$ cat config.mk
export PLATFORM = sky130hd
export DESIGN_NAME = plt_ram
export DESIGN_NICKNAME = d
export VERILOG_FILES = /design/src/plt_ram.sv
export SDC_FILE = /design/constraint.sdc
export NUM_CORES = 1
export LEC_CHECK = 0
export ABC_AREA = 1
export BUFFER_PORTS_ARGS = -buffer_cell sky130_fd_sc_hd__buf_2
export CORE_ASPECT_RATIO = 1.1
export CORE_MARGIN = 2
export CORE_UTILIZATION = 50
export CTS_CLUSTER_SIZE = 24
export DETAILED_ROUTE_END_ITERATION = 10
export GPL_ROUTABILITY_DRIVEN = 0
export GPL_TIMING_DRIVEN = 0
export PLACE_DENSITY = 0.69
export SLEW_MARGIN = 20
export SYNTH_ARGS = -nofsm -noshare
export SYNTH_HDL_FRONTEND = slang
export SYNTH_SLANG_ARGS = --single-unit
$ cat constraint.sdc
create_clock -name clk -period 5.8 [get_ports clk]
set_input_delay 1.45 -clock clk [delete_from_list [all_inputs] [get_ports clk]]
set_output_delay 1.45 -clock clk [all_outputs]
set_load 0.005 [all_outputs]
$ cat src/plt_ram.sv
module plt_ram #(
	parameter int WIDTH = 8,
	parameter int DEPTH = 64
) (
	input  logic                     clk,
	input  logic                     we,
	input  logic [$clog2(DEPTH)-1:0] addr,
	input  logic [WIDTH-1:0]         wdata,
	output logic [WIDTH-1:0]         rdata
);

	logic [WIDTH-1:0] mem_q [DEPTH];

	// single port, registered read
	always_ff @(posedge clk) begin
		if (we) begin
			mem_q[addr] <= wdata;
		end
		rdata <= mem_q[addr];
	end

endmodule

# Yosys cells after proc, flatten, opt, wreduce, memory -nomap -nowiden
# Memories as Yosys holds them, arrays and structs flattened. A register that Yosys moved wholly into a read port is not among the register bits.
# Cells that the tools add are included.
[totals]
output_inout_bits = 8
mem_bits_rw = 512
reg_bits = 0
n_memories = 1
elab_cells = 3
in_bits = 16
[mem_list]
columns = ["name", "words", "width", "read_ports", "rd_ports_with_merged_regs", "wr", "line_no", "rtl"]
rows = [
  ["mem_q", 64, 8, 1, 1, 1, "12", "logic [WIDTH-1:0] mem_q [DEPTH];"],
]
[op_classes]
mux = 2
[op_table]
columns = ["op", "count"]
rows = [
  ["$mux W1", 2],
]

# Longest topological paths before layout
[depth]
ltp_word = 2
depth_mapped = 13

# Least setup slack after synthesis
# Ideal clock, no wire load.
[synth_path]
path_type = "input -> register"
start = "input addr[3]"
end = "memory mem_q[41][0], enable pin"
path_buffers = 1
required_time_ps = 5405
setup_slack_ps = 2381
arrival_time_ps = 3024
stages = 5
cell_sequence = "buf_2 > inv_2 > nor3_2 > inv_2 > nor4_1"
[synth_rtl]
columns = ["element", "line_no", "rtl"]
rows = [
  ["start, declared", "7", "input logic [$clog2(DEPTH)-1:0] addr,"],
  ["end, declared", "12", ""],
]
# Straight into the memory's write port.

# Final worst setup path
[layout_path]
start = "input addr[1]"
end = "memory mem_q[34][4], enable pin"
# Straight into the memory's write port.

==> metrics.txt <==
#FFs+latches synth=between 500 and 600; Bufs and invs on worst path=3; dominant synthesized flop cell=edfxtp_1; Clk network pwr share=0.405; DRC=0; Peak Freq=around 0.26 GHz; # diodes=0; Fin Setup TNS=0 ns; Max Cap Viol=0; CP arrival=approximately 4.1 ns; Finish-stage setup viols=0; RSZ-0062 raised after global routing=false; total die area=45790 sq um; Slew headroom=0.2906; Worst Path Max Fanout=10; Critical Path End Type=flop; asr flop ratio synth=0; hpwl dp=roughly 40000 um; final global-route overflow total=0; Slew Viols, Final=0; Post-synth top cells=nand2_1, edfxtp_1, nor2_1, buf_2, inv_1; worst slew pin tran=about 1.1 ns; Max clock buf depth=3; Setup Fix Bufs, Post-CTS=0; Crit Path Class=input pin to flop; Starting Density=0.5075; Routed WL per cell=~21 um; largest net degree at the start of global routing=between 60 and 70; DR vias=15543; CP peak stage delay=around 0.94 ns; Finished Core Util=0.5634; Post-synth EDFFs=512; vias in the first global route=approximately 15000; Num Clock Sinks=520; Synth warnings=0; die extent in y=approximately 220 um; 1st-iter DRT viols=about 1700; PostCTS Resize Cnt=0; sequential power share=0.527; critical-path cell list=buf_2, inv_2, buf_2, nor2_2, nand3_1, nor2_1; CTS tree=built; Crit path required time=~6 ns; worst skew pair latency=about 0.60 ns; top cell type by total area after synthesis=edfxtp_1; Die Wd=roughly 200 um; Clock Pin Slew Worst Setup and Hold Paths=roughly 0.060 ns; core area=~43000 sq um; via density per instance=5.452; outcome=finished, final reports clean; CP Launch Type=input pin; cts bufs inserted=49; most common cell in the netlist=nand2_1; Yosys cell types=22; HP Class=flop to flop; Tcrit/Tclk final=0.6740; Post-Syn Instances=around 2200; number of buffers added on ports=18; power per cell area=about 320 nW/um^2; Yosys top cell area share=0.6974; Crit path top cell by count=buf_2; Comb pwr share=0.068; share of cells above drive strength 1=0.08081; Synth-to-Final Area Change=11.03%; IO Pins=24; first-pass GRT wire length=~89000 um; post-synthesis sequential area ratio=0.7047; Post-CTS Hold Buffers=0; switching share of power=0.2266; DRT Wirelength=roughly 61000 um; GR Util All Layers=0.2686; Hold Fails Final Rpt=0; Post-Synthesis Cell Area=approximately 22000 sq um; final worst path period need=3.909 ns; VDD IR-drop max=between 0.0002 and 0.00025 V; synthesized netlist net count=around 2200; initial antenna violation count=0; Worst Skew=0.01785 ns; final antenna-violating net count=0; CTS H-tree depth=2; root buffer cell=clkbuf_16; Row Count=80; Synth area leaders=edfxtp_1, nand2_1, nor2_1, buf_2, buf_6; CP delay by family, top=simple AND/OR/NAND/NOR gates; CP max stage cell=nor2_1; Int Pwr=between 6 and 7 mW; syn_area_per_cell=approximately 10 sq um; Leak=10.21 nW; TritonRoute pass-1 iters=5; Psw=roughly 1.8 mW; nets=2253
[sequential cells by signal (all words and copies together), names as in the netlist]
signal / cells
mem_q: 512
rdata: 8
[cells in the final DEF, fill, tap and decap left out, drive strengths merged]
master	instances
buf	97
bufinv	4
clkbuf	91
clkinv	18
clkinvlp	1
dfxtp	8
edfxtp	512
inv	30
nand2	1384
nand3	13
nand4	2
nor2	89
nor3	8
nor4	2
o211ai	5
o21ai	7
or2	6
[power groups by stage]
stage	logic [mW]	clock network, mW	registers (mW)
after detailed placement	0.525	0	4.25
after global placement	0.516	0	4.25
after global routing	0.582	3.34	4.17
after floorplan	0.284	0	4.25
after CTS	0.527	3.20	4.17
final	0.540	3.20	4.17
[cells by family after synthesis]
group,synth area share
buffers and inverters,0.03156
flip-flops,0.7047
AO/OA/AOI/OAI,0.003292
AND/OR/NAND/NOR,0.2605
[metrics by stage]
step                      hold WS [ns]  std cells  power (mW)  setup slack, ns  instance area, sq um
after detailed placement        0.7155       2760       4.773            1.457                 22890
final                           0.7701       2851       7.906            1.891                 24480
after floorplan                 0.5989       2167       4.532            2.381                 22040
after global placement          0.7077       2759       4.765            1.500                 22850
after CTS                       0.7357       2851       7.898            2.068                 24470
after global routing            0.7793       2851       8.090            1.935                 24480
[worst reg2reg max path: stages, from the launching register on]
cell,delay [ns]
edfxtp_1,0.37
nand2_1,0.08
nand2_1,0.07
nand2_1,0.06
nand2_1,0.05
nand2_1,0.15
nand2_1,0.07
nand2_1,0.08
nand2_1,0.09
nor2_1,0.24
nand2_1,0.18
[layout make-up]
cell class | instances | area [sq um]
fill | 3672 | 18970
sequential | 520 | 15530
multi-input combinational | 1516 | 5827
clock buffer | 68 | 1370
tap | 574 | 718.2
buffer | 101 | 583.1
clock inverter | 23 | 215.2
timing repair buffer | 19 | 115.1
inverter | 30 | 112.6
[routing by layer]
metal	routed length, um	track usage	up-vias
li1	-	-	7145
met1	22680	0.3441	7394
met2	29450	0.4480	857
met3	6204	0.05216	147
met4	2451	0.1148	0
met5	0	0	-
[worst paths after layout]
path	from	end	slack, ns	cells after the start
worst min register to register	mem_q[23][6]	rdata[6]	0.77	6
worst min-delay path	mem_q[23][6]	rdata[6]	0.77	6
worst max register to register	mem_q[35][4]	rdata[4]	4.23	10
worst max-delay path	addr[1]	mem_q[34][4]	1.89	6
(Power assumes the default switching activity.)
