`config.mk`:
```
export PLATFORM = sky130hd
export DESIGN_NAME = plt_div
export DESIGN_NICKNAME = d
export VERILOG_FILES = /design/src/plt_pkg.sv /design/src/plt_div.sv
export SDC_FILE = /design/constraint.sdc
export NUM_CORES = 1
export LEC_CHECK = 0
export BUFFER_PORTS_ARGS = -buffer_cell sky130_fd_sc_hd__buf_2
export CAP_MARGIN = 20
export CORE_UTILIZATION = 54
export DETAILED_ROUTE_END_ITERATION = 7
export HOLD_SLACK_MARGIN = 0.15
export PLACE_DENSITY = 0.8
export SLEW_MARGIN = 20
export SYNTH_ARGS = -nofsm -noshare
export SYNTH_HDL_FRONTEND = slang
export SYNTH_SLANG_ARGS = --single-unit
```
`constraint.sdc`:
```
create_clock -name clk -period 3.2 [get_ports clk]
set_input_delay 0.64 -clock clk [delete_from_list [all_inputs] [get_ports clk]]
set_output_delay 0.64 -clock clk [all_outputs]
set_load 0.01 [all_outputs]
```
`src/plt_pkg.sv`:
```
package plt_pkg;

	// default table depth
	localparam int TABLE_DEPTH_DEF = 64;

	// field widths
	localparam int BP_W        = 31;
	localparam int VAL_W       = 32;
	localparam int Q_W         = 32;
	localparam int ENTRY_IDX_W = 6;
	localparam int SEG_OUT_W   = 6;
	localparam int ENTRIES_W   = 7;
	localparam int CFG_DATA_W  = 7;
	localparam int CFG_IDX_W   = 1;

	// product and divisor magnitude widths
	localparam int PROD_W = 64;
	localparam int DEN_W  = 31;

	typedef enum logic {
		CMD_WRITE = 1'b0,
		CMD_QUERY = 1'b1
	} cmd_t;

	typedef enum logic [1:0] {
		RC_BELOW  = 2'd0,
		RC_INTERP = 2'd1,
		RC_ABOVE  = 2'd2,
		RC_FLOOR  = 2'd3
	} range_t;

	typedef enum logic [CFG_IDX_W-1:0] {
		CFG_ENTRIES = 1'b0,
		CFG_FLOOR   = 1'b1
	} cfg_idx_t;

endpackage

```
`src/plt_div.sv`:
```
module plt_div (
	input  logic                       clk,
	input  logic                       arst_n,
	input  logic                       start,
	input  logic [plt_pkg::PROD_W-1:0] dividend,
	input  logic [plt_pkg::DEN_W-1:0]  divisor,
	output logic                       done,
	output logic [plt_pkg::PROD_W-1:0] quotient
);

	import plt_pkg::*;

	localparam int CNT_W = $clog2(PROD_W + 1);

	logic             active_q;
	logic             done_q;
	logic [CNT_W-1:0] cnt_q;
	logic [DEN_W-1:0] rem_q;
	logic [DEN_W-1:0] dvs_q;
	logic [PROD_W-1:0] quo_q;

	logic [DEN_W:0] rem_sh;
	logic [DEN_W:0] rem_sub;
	logic           ge;

	// one restoring step: shift in the next dividend bit, try subtract
	assign rem_sh  = {rem_q, quo_q[PROD_W-1]};
	assign rem_sub = rem_sh - {1'b0, dvs_q};
	assign ge      = rem_sh >= {1'b0, dvs_q};

	always_ff @(posedge clk or negedge arst_n) begin
		if (!arst_n) begin
			active_q <= 1'b0;
			done_q   <= 1'b0;
			cnt_q    <= '0;
		end else begin
			done_q <= 1'b0;
			if (start) begin
				active_q <= 1'b1;
				cnt_q    <= CNT_W'(PROD_W);
			end else if (active_q) begin
				cnt_q <= cnt_q - CNT_W'(1);
				if (cnt_q == CNT_W'(1)) begin
					active_q <= 1'b0;
					done_q   <= 1'b1;
				end
			end
		end
	end

	// datapath
	always_ff @(posedge clk) begin
		if (start) begin
			quo_q <= dividend;
			rem_q <= '0;
			dvs_q <= divisor;
		end else if (active_q) begin
			quo_q <= {quo_q[PROD_W-2:0], ge};
			rem_q <= ge ? rem_sub[DEN_W-1:0] : rem_sh[DEN_W-1:0];
		end
	end

	assign done     = done_q;
	assign quotient = quo_q;

endmodule

```
### Word-level counts from Yosys, hierarchy flattened

Cells that the tools add are included.

| word-level totals | value |
|---|---|
| register bits after elaboration | 135 |
| latch bits | 0 |
| RAM bits | 0 |
| bits in read-only memories | 0 |
| bits of input ports | 98 |
| word-level logic and storage cells | 22 |
| memories | 0 |

| cells by class | value |
|---|---|
| $add $sub $neg | 2 |
| multipliers | 0 |
| div/mod/pow operators | 0 |
| order comparisons | 1 |
| equal/unequal tests | 1 |
| shifts and indexed selects | 0 |
| mux-type cells | 11 |
| bitwise operators | 0 |
| reduce and logical (&&, ||, !) cells | 1 |

Operators with widths:

| kind | count |
|---|---|
| two-way mux 64 bit | 2 |
| >= comparator 32 x 31 -> 1 bit | 1 |
| two-way mux 31 bit | 1 |
| subtractor 31 bit | 1 |
| two-way mux 7 bit | 2 |
| equality test 7 x 1 -> 1 bit (second input constant) | 1 |
| subtractor 7 x 1 -> 7 bit (second input constant) | 1 |
| two-way mux 1 bit | 6 |
| nonzero test 2 bit | 1 |

### Longest topological paths before layout

Gate-level depths: netlist of the first run.

| logic depth | value |
|---|---|
| depth in word-level cells | 4 |
| depth in mapped cells | 12 |
| depth with buffers taken out | 11 |

### Worst setup path before layout of the first run

Ideal clock, no wire load.

| path | value |
|---|---|
| path kind | flip-flop to flip-flop |
| start point | reg quo_q[63] (netlist: quotient[63]) |
| end point | reg rem_q[11] |
| setup time | 0.088 ns |
| arrival time | 2.695 ns |
| slack | 0.417 ns |
| stages on the path, launching flop included | 12 |
| clock period less this slack | 2.783 ns |
| cells stage by stage | edfxtp_1 inv_1 ha_1 fa_1 nand2b_1 a21oi_1 o21ai_0 o211ai_1 a21o_1 clkbuf_1 nand2_1 a311oi_2 |

| on the way | value |
|---|---|
| word-level cells in the longest chain between the ends | 2 |
| elaborated cells on any way between the ends | 3 |
| those cells by class | add/sub (1); order compare (1); mux (1) |

Ends and longest elaborated chain:

| what | line | text |
|---|---|---|
| start: declaration | plt_div.sv:20 | `logic [PROD_W-1:0] quo_q;` |
| start signal: assignment | plt_div.sv:54 | `quo_q <= dividend;` |
| start signal: assignment | plt_div.sv:58 | `quo_q <= {quo_q[PROD_W-2:0], ge};` |
| subtractor 31 bit or >= comparator 32 x 31 -> 1 bit (tied branches) | plt_div.sv:28, plt_div.sv:29 |  |
| two-way mux 31 bit * | plt_div.sv:59 | `rem_q <= ge ? rem_sub[DEN_W-1:0] : rem_sh[DEN_W-1:0];` |
| end signal: assignment | plt_div.sv:59 |  |
| end: declaration | plt_div.sv:18 | `logic [DEN_W-1:0] rem_q;` |

Every way passes the cells marked *; elsewhere a longest branch is shown, timed or not.
A chain may end at the register's enable or synchronous reset.

### Final worst setup path of the first run

| path | value |
|---|---|
| start point | reg dvs_q[3] |
| end point | reg rem_q[27] |

| on the way | value |
|---|---|
| word-level cells in the longest chain between the ends | 2 |
| elaborated cells on any way between the ends | 3 |
| those cells by class | add/sub (1); order compare (1); mux (1) |

Ends and longest elaborated chain:

| what | line | text |
|---|---|---|
| start: declaration | plt_div.sv:19 | `logic [DEN_W-1:0] dvs_q;` |
| start signal: assignment | plt_div.sv:56 | `dvs_q <= divisor;` |
| subtractor 31 bit or >= comparator 32 x 31 -> 1 bit (tied branches) | plt_div.sv:28, plt_div.sv:29 |  |
| two-way mux 31 bit * | plt_div.sv:59 |  |

Marks and branches as above.

==> summary.txt, run 1 <==
Setup path
  – Critical-path cell list: inv_1 -> ha_1 -> a21o_1 -> a21oi_1 -> a211oi_1 -> nor3_1 -> a2bb2oi_2 -> o22ai_1 -> o2111a_1 -> a211o_1
  – CP endpoint kind: flip-flop
  – FF-to-FF End: rem_q[27]
  – Startpoint Class: flip-flop
  – Critical Path AT: 3.34 ns
  – Critical Path End: rem_q[27]
  – Worst reg2reg path depth: 10
  – Crit path launch: dvs_q[3]
  – CP Class: reg -> reg
  – Worst-path fanout max: 5
  – R2R Setup Slk: 0.17 ns
  – CP Depth: 10
  – CP peak stage delay: 0.46 ns
  – Crit path buffers/inverters: 1
  – FF-to-FF Start: dvs_q[3]
  – Slowest-stage cell, CP: nor3_1
  – Crit-path leading delay family: compound AO/OA/AOI/OAI gates
  – Worst Path Required: 3.52 ns

CTS
  – Clock tree from TritonCTS: built
  – Clock-pin slew on the worst setup and hold paths: 0.06 ns
  – Maximum clock path buffer count: 2
  – Clk root buf: clkbuf_16
  – Worst-Skew Late Latency: 0.43 ns
  – CTS Buf Count: 17
  – Htree depth: 4
  – CTS sink count: 135

STA
  – RSZ-0062 raised after global routing: false
  – Setup TNS: 0 ns
  – Final slew viol count: 0
  – Crit path time final: 3.03 ns
  – Maximum clock frequency: 330 MHz
  – Final Hold Vio Count: 0
  – Final setup viols: 0
  – Final clock skew: 0.00896 ns
  – Max_slew headroom: 46.3%
  – Measured slew at the worst slew-check pin: 0.805 ns
  – Period Utilization, post-route: 94.6%

Routing
  – Final WL: 17100 microns
  – Number of remaining DRC errors: 0
  – Antenna-violating nets left: 0
  – DR WL/cell: 17.1 microns
  – Via density: 5.69
  – DR iter-0 viols: 329
  – Pre-antenna DRT Iters: 4
  – Vias: 5671

Floorplan
  – Die area: 13900 sq um
  – Core region area: 12800 sq um
  – Height of the die: 118 microns
  – I/O pin cnt: 163
  – Initial Util: 56.4%
  – # rows: 41
  – Die width: 118 microns

Synthesis
  – Main synth FF type: edfxtp_1
  – Syn Nets: 779
  – Post-synthesis cell area: 7230 sq um
  – Cell variety after synth: 64
  – Sequential area share after synthesis: 51.1%
  – Ys Warns: 0
  – Avg Synthesized Cell Area: 11.2 sq um
  – Post-synth EDFFs: 95
  – Number of synthesized register bits: 135
  – Syn Inst Count: 647
  – Asr flop ratio synth: 6.67%

Placement
  – Placed Area: 8190 sq um
  – Port bufs: 162
  – Routability cong.: 0.891
  – Dpl hpwl: 12000 microns

Global route
  – Largest net degree at the start of global routing: 65
  – Total GRT Usage: 25.4%
  – Antenna violations before repair: 1
  – Vias in the first global route: 5910
  – First-pass GRT wire length: 28000 microns
  – Congestion Overflow GR: 0

Layout
  – Area growth syn-to-layout: 22.0%
  – FILL cells: 954
  – Layout cells sized above 1: 34.5%
  – Layout Nets: 942
  – Design Area, Final: 8820 sq um

Pwr
  – Leak Pwr: 3.88 nW
  – Power Density: 664 nW/um^2
  – Max VDD drop: 473 uV

Run
  – Max-Cap Viols: 0

Status
  – Status: finished, final reports clean

Worst hold path
  – Worst min path class: in -> reg
[where the power goes]
part / total, mW / switching (mW) / leakage, nW / internal [mW]
Sequential: 2.33 / 0.174 / 1.34 / 2.16
Clock: 2.01 / 0.772 / 0.291 / 1.23
Combinational: 1.52 / 0.856 / 2.25 / 0.662
[cells in the final DEF (no fill, tap or decap), types with 17 or more instances in the layout]
cell and n:
buf_2 161, mux2_2 64, a21oi_1 40, dfxtp_1 31, nand2_1 64, clkbuf_16 17
ha_1 33, edfxtp_1 95, o21ai_0 19, inv_1 44, nor2_1 48
[per-layer routing]
layer	up-vias	share of wire [%]	GRT usage, %
met5	-	0	0
met4	0	3.5	13.5
met3	50	6.2	6.78
met2	226	50	44.2
met1	2683	40	28.3
li1	2712	-	-
[worst reg2reg max path, delay by kind of cell (launching register included)]
| kind | cells | cell delay [ns] |
|---|---|---|
| adders and majority gates | 1 | 0.34 |
| AOI/OAI and AO/OA | 7 | 1.75 |
| DFF | 1 | 0.33 |
| and+or+nand+nor | 1 | 0.46 |
| buffers and inverters | 1 | 0.04 |
[stage by stage]
stage,total power [mW],cells,hold WS [ns],setup WS (ns),util (%)
after floorplan,3.41,647,0.344,0.417,-
after global placement,3.78,961,0.477,0.255,63.8
after detailed placement,3.83,961,0.478,0.0961,63.8
after CTS,5.86,994,0.375,0.0730,68.6
after global routing,6.14,996,0.374,0.00412,68.8
final,5.86,996,0.385,0.174,68.8
[synthesized netlist by cell type, types with 11 or more instances]
library cell	number	area [sq um]
dfxtp_1	31	621
a21oi_1	40	200
o21ai_0	20	100
inv_1	45	169
clkbuf_1	18	67.6
edfxtp_1	95	2850
mux2_2	64	721
ha_1	33	413
nand2_1	64	240
xnor2_1	14	123
xor2_1	11	96.3
a21o_1	13	97.6
nor2_1	48	180
[state kept, by name, indices dropped and copies added, names as in the netlist]
signal,cells
cnt_q,7
quotient,64
done,1
active_q,1
rem_q,31
dvs_q,31
[logic make-up after synthesis]
kind of cell | after synthesis | synth area share, %
xor+xnor | 25 | 3.03
compound gates | 149 | 15.3
fa+ha+maj | 34 | 5.99
mux | 67 | 10.4
flops | 135 | 51.1
buf+inv | 75 | 4.36
simple gates | 162 | 9.86
[cell type report]
| class | instances | area [sq um] | area share, % |
|---|---|---|---|
| clock buffer | 19 | 433 | 4.91 |
| inverter | 46 | 173 | 1.96 |
| timing repair buffer | 173 | 898 | 10.2 |
| tap | 172 | 215 | 2.44 |
| multi-input combinational | 437 | 3240 | 36.7 |
| antenna | 1 | 2.50 | 0.0284 |
| clock inverter | 13 | 168 | 1.90 |
| sequential | 135 | 3700 | 41.9 |
[how the worst min path moves through the flow]
stage	start	slack, ns	cells past startpoint	endpoint
global placement	rem_q[17]	0.48	2	rem_q[17]
floorplan	arst_n	0.34	0	active_q
detailed placement	rem_q[17]	0.48	2	rem_q[17]
global route	divisor[26]	0.37	1	dvs_q[26]
finish	divisor[28]	0.38	1	dvs_q[28]
CTS	divisor[26]	0.38	1	dvs_q[26]
[timing repair]
item	CTS	global route
setup buffers	0	1
endpoints found under the hold margin	9	0
hold buffers	1	0
setup endpoints to repair	0	22
resized for setup	0	4
(Power assumes the default switching activity.)
==> run 2: changes to the inputs <==
CTS_CLUSTER_DIAMETER = 40   (was default)
clock period = 3.9 ns   (was 3.2 ns; I/O delays follow)
==> run 2 against run 1 <==
Against the previous run:
- non-clock buffer count is 5 lower
- via count is 0.85% lower
- critical path depth is 1 higher
- total power is 17% lower
- combinational power is 20% lower
- sequential share of layout area hardly changed
- worst setup slack better by 0.39 ns
- register-to-register slack better by 0.39 ns
- critical endpoint is now rem_q[30]
- highest routed layer unchanged
- die area stayed put
- flip-flop and latch count stayed put
==> summary.txt, run 2 (synthesis gave the netlist of run 1 again) <==
Status
  – Status: finished, final reports clean

STA
  – Setup ws final: 0.563 ns
  – RSZ-0062 raised after global routing: false
  – Final setup viols: 0
  – Period Utilization, post-route: 85.6%
  – Hold WS: 0.199 ns
  – Crit path time final: 3.34 ns
  – Final clock skew: 0.00919 ns
  – Maximum clock frequency: 300 MHz
  – Final Hold Vio Count: 0
  – Setup TNS: 0 ns
  – Measured slew at the worst slew-check pin: 0.680 ns
  – Max_slew headroom: 54.1%
  – Final slew viol count: 0

Routing
  – Pre-antenna DRT Iters: 5
  – Antenna-violating nets left: 0
  – DR WL/cell: 16.6 microns
  – Vias: 5623
  – Number of remaining DRC errors: 0
  – DR iter-0 viols: 309
  – Final WL: 16500 microns
  – Via density: 5.68

CTS
  – CTS sink count: 135
  – Htree depth: 4
  – Clock tree from TritonCTS: built
  – CTS Buf Count: 17
  – Hold-fix buffers, CTS: 0
  – Post_cts resized: 0
  – Maximum clock path buffer count: 2
  – Post-CTS setup buffers: 0
  – Worst-Skew Late Latency: 0.43 ns
  – Clk root buf: clkbuf_16
  – Clock-pin slew on the worst setup and hold paths: 0.06 ns

Floorplan
  – # rows: 41
  – I/O pin cnt: 163
  – Core region area: 12800 sq um
  – Die area: 13900 sq um
  – Initial Util: 56.4%
  – Die width: 118 microns
  – Height of the die: 118 microns

Global route
  – Largest net degree at the start of global routing: 131
  – Congestion Overflow GR: 0
  – Antenna violations before repair: 0
  – Total GRT Usage: 24.8%
  – Vias in the first global route: 5689
  – First-pass GRT wire length: 27000 microns

Layout
  – Layout cells sized above 1: 34.4%
  – Inserted Diodes: 0
  – Layout Nets: 937
  – Register area: 3700 sq um
  – Most common cell after layout, fill and taps aside: buf_2
  – Design Area, Final: 8820 sq um
  – FILL cells: 945
  – Most frequent cells in the layout: buf_2, edfxtp_1, mux2_2, nand2_1, nor2_1
  – Area growth syn-to-layout: 21.9%
  – Multi-input logic area: 3220 sq um
  – Max reg flops: 64
  – Post-Layout Cell Count: 990

Setup path
  – Startpoint Class: flip-flop
  – Crit-path leading delay family: compound AO/OA/AOI/OAI gates
  – Crit path buffers/inverters: 1
  – CP peak stage delay: 0.67 ns
  – CP endpoint kind: flip-flop
  – Critical Path AT: 3.67 ns
  – Worst Path Required: 4.24 ns
  – CP Class: reg -> reg
  – Slowest-stage cell, CP: o41ai_1
  – Worst-path fanout max: 4
  – Critical-path cell list: inv_1 -> ha_1 -> fa_1 -> nand2b_1 -> a21oi_1 -> o21ai_0 -> o41ai_1 -> o32a_1 -> nand4_1 -> mux2i_1 -> o32ai_1

Placement
  – Port bufs: 162
  – Pre-CTS setup slack: 0.665 ns
  – Placed instance count: 958
  – Dpl hpwl: 11900 microns
  – Routability cong.: 0.911
  – Placed Area: 8190 sq um

Run
  – Max-Cap Viols: 0

Worst hold path
  – Worst min path class: in -> async

Pwr
  – Power Density: 549 nW/um^2
  – Max VDD drop: 379 uV
  – Leak Pwr: 3.88 nW
==> run 2: final timing paths <==
| check | start | to | slack (ns) | cells after the start |
|---|---|---|---|---|
| max | quotient[63] | rem_q[30] | 0.56 | 11 |
| min | arst_n | done | 0.20 | 1 |
| max reg2reg | quotient[63] | rem_q[30] | 0.56 | 11 |
| min reg2reg | rem_q[1] | rem_q[1] | 0.49 | 2 |
| max in group asynchronous | arst_n | cnt_q[3] | 3.51 | 1 |
| min in group clk | rem_q[1] | rem_q[1] | 0.49 | 2 |
==> run 2: metrics by stage <==
step / util [%] / total power [mW]
floorplan: - / 2.79
global placement: 63.9 / 3.10
detailed placement: 63.9 / 3.14
CTS: 68.7 / 4.86
global route: 68.7 / 5.08
finish: 68.7 / 4.84
==> run 2: final cells by class <==
cell class / count / area share, %
Clock inverter: 15 / 2.28
Timing Repair Buffer: 168 / 10.0
Inverter: 46 / 1.96
Clock buffer: 17 / 4.83
Multi-Input combinational cell: 437 / 36.5
Sequential cell: 135 / 42.0
Tap cell: 172 / 2.44
==> run 2: where the power goes <==
group	internal (mW)	switching (mW)	leakage, nW	total, mW
Clock	1.03	0.675	0.306	1.71
Sequential	1.77	0.139	1.34	1.91
Combinational	0.538	0.684	2.23	1.22
Total	3.34	1.50	3.88	4.84
==> run 2: per-layer routing <==
metal / vias to the layer above / track usage, % / part of all wire (%)
met2: 223 / 43.1 / 52
met4: 0 / 10.7 / 2.3
li1: 2704 / - / -
met5: - / 0 / 0
met1: 2664 / 27.8 / 39
met3: 32 / 7.90 / 7.1
==> run 3: changes to the inputs <==
ABC_AREA = 1   (was default)
PLACE_DENSITY = 0.78   (was 0.8)
==> run 3 against run 2 <==
Against the previous run:
- fmax increased by 24%
- via count rose by 31%
- hold slack better by 0.0020 ns
- critical endpoint is now rem_q[25]
- register-to-register slack better by 0.65 ns
- first-iteration DRC count up 60%
- critical path type unchanged
- sequential share of layout area decreased by 4.1 points
- cell area is 11% higher
- utilization is 2.4 points lower
- non-clock buffer count decreased by 2
==> summary.txt, run 3 <==
Synthesis
  – Syn Inst Count: 1121
  – Asr flop ratio synth: 6.67%
  – Most common cell in the netlist: nand2_1
  – Synth area leaders: edfxtp_1, nand2_1, inv_1
  – Main synth FF type: edfxtp_1
  – Synth top area share: 34.7%
  – Syn Nets: 1253
  – Number of synthesized register bits: 135
  – Cell variety after synth: 39
  – Avg Synthesized Cell Area: 7.34 sq um
  – Synth top cells by count: nand2_1, inv_1, edfxtp_1, nand3_1, nor2_1
  – Sequential area share after synthesis: 45.0%
  – Ys Warns: 0
  – Post-synth EDFFs: 95
  – Post-synthesis cell area: 8220 sq um
  – Post-synth top area cell: edfxtp_1

Run
  – Max-Cap Viols: 0

Routing
  – Vias: 7348
  – Via density: 4.99
  – Antenna-violating nets left: 0
  – Final WL: 19900 microns
  – DR iter-0 viols: 494
  – Pre-antenna DRT Iters: 7
  – Number of remaining DRC errors: 0
  – DR WL/cell: 13.5 microns

CTS
  – Clk root buf: clkbuf_16
  – Post_cts resized: 0
  – Hold-fix buffers, CTS: 0
  – Maximum clock path buffer count: 2
  – Worst-Skew Late Latency: 0.42 ns
  – CTS sink count: 135
  – Clock tree from TritonCTS: built
  – CTS Buf Count: 17
  – Post-CTS setup buffers: 0
  – Clock-pin slew on the worst setup and hold paths: 0.06 ns
  – Htree depth: 4

Setup path
  – Startpoint Class: flip-flop
  – Slowest-stage cell, CP: fa_1
  – Crit path top cell by count: nand2_1
  – CP Class: reg -> reg
  – CP peak stage delay: 0.41 ns
  – Critical Path AT: 3.00 ns
  – Critical-path cell list: inv_1 -> ha_1 -> fa_1 -> inv_1 -> nand2_1 -> nand2_1 -> nand3_2 -> nand2_2 -> nand2_2 -> nand3_2 -> nand2_4 -> nand2_4 -> nand3_1 -> nand2_1 -> nand2_1
  – R2R Setup Slk: 1.22 ns
  – CP endpoint kind: flip-flop
  – Worst-path fanout max: 33
  – Worst Path Required: 4.21 ns

STA
  – Final clock skew: 0.00913 ns
  – Max_slew headroom: 37.7%
  – Setup TNS: 0 ns
  – Measured slew at the worst slew-check pin: 0.934 ns
  – Final setup viols: 0
  – Period Utilization, post-route: 68.8%
  – Maximum clock frequency: 373 MHz
  – Final slew viol count: 0
  – Final Hold Vio Count: 0
  – Setup ws final: 1.22 ns
  – RSZ-0062 raised after global routing: false
  – Crit path time final: 2.68 ns

Pwr
  – Leak Pwr: 5.37 nW
  – Max VDD drop: 364 uV
  – Power Density: 662 nW/um^2

Status
  – Status: finished, final reports clean

Floorplan
  – Initial Util: 55.9%
  – Die area: 15700 sq um
  – Height of the die: 125 microns
  – # rows: 44
  – Die width: 125 microns
  – I/O pin cnt: 163
  – Core region area: 14700 sq um

Placement
  – Pre-CTS setup slack: 1.27 ns
  – Port bufs: 162
  – Dpl hpwl: 14500 microns
  – Routability cong.: 0.941

Global route
  – Met3 Use GR: 6.85%
  – Largest net degree at the start of global routing: 78
  – First-pass GRT wire length: 33100 microns
  – Busiest layer in global routing: met2
  – Total GRT Usage: 26.6%
  – Vias in the first global route: 7087
  – Grt met1 use: 33.8%
  – Congestion Overflow GR: 0
  – Met2 Use GR: 44.4%
  – Antenna violations before repair: 0

Layout
  – Final core utilization: 66.4%
  – Max reg flops: 64
  – Layout Nets: 1409
  – Area growth syn-to-layout: 18.7%
  – Most frequent cells in the layout: nand2_1, inv_1, buf_2
  – Inserted Diodes: 0
  – Most common cell after layout, fill and taps aside: nand2_1
  – Layout cells sized above 1: 18.0%

Worst hold path
  – Worst min path class: in -> async
[run 3: area by class of cell]
class / count / area, sq um
multi-input cells: 768 / 3660
well taps: 184 / 230
flip-flops and latches: 135 / 3700
repair buffers: 166 / 856
clock inverters: 11 / 149
clock buffers: 21 / 450
fillers: 1272 / 4940
inverters: 189 / 711
[run 3: per-layer routing]
metal	routed length [microns]	part of all wire [%]	vias up
met2	9410	47	244
met3	1360	6.9	27
met5	0	0	-
met1	8750	44	3299
met4	348	1.8	0
li1	-	-	3778
[run 3: critical path, delay by kind of cell, from the launching register on]
kind                     cells  cell delay [ns]
flip-flops                   1             0.34
AND/OR/NAND/NOR             11             1.41
buffers and inverters        2             0.17
adder cells (fa/ha/maj)      2             0.63
[run 3: final timing paths]
check | startpoint | cells past startpoint | to
max | quotient[63] | 15 | rem_q[25]
min | arst_n | 1 | cnt_q[3]
max reg2reg | quotient[63] | 15 | rem_q[25]
min reg2reg | rem_q[21] | 2 | rem_q[21]
max in group asynchronous | arst_n | 1 | cnt_q[6]
min in group clk | rem_q[21] | 2 | rem_q[21]
[run 3: kinds of logic (layout without fill, tap and decap cells)]
family                   count (synthesis)  in the layout  share of synthesized area, %
buffers and inverters                  218            387                          10.5
XOR/XNOR                                15             15                          1.60
AO/OA/AOI/OAI                           41             41                          2.72
adder cells (fa/ha/maj)                 34             34                          5.26
flip-flops                             135            135                          45.0
AND/OR/NAND/NOR                        678            678                          34.9
[run 3: per-stage QoR]
step	std cells	total power, mW	hold slack [ns]	cell area (sq um)
finish	1474	6.46	0.201	9760
global route	1474	6.95	0.198	9760
CTS	1474	6.47	0.190	9760
detailed placement	1442	4.80	0.462	9160
global placement	1442	4.75	0.456	9160
floorplan	1121	4.19	0.444	8220
[run 3: where the power goes]
part           switching, mW  total [mW]  internal, mW
combinational           1.79        2.82          1.03
sequential             0.174        2.00          1.82
clock                  0.618        1.64          1.02
total                   2.58        6.46          3.87
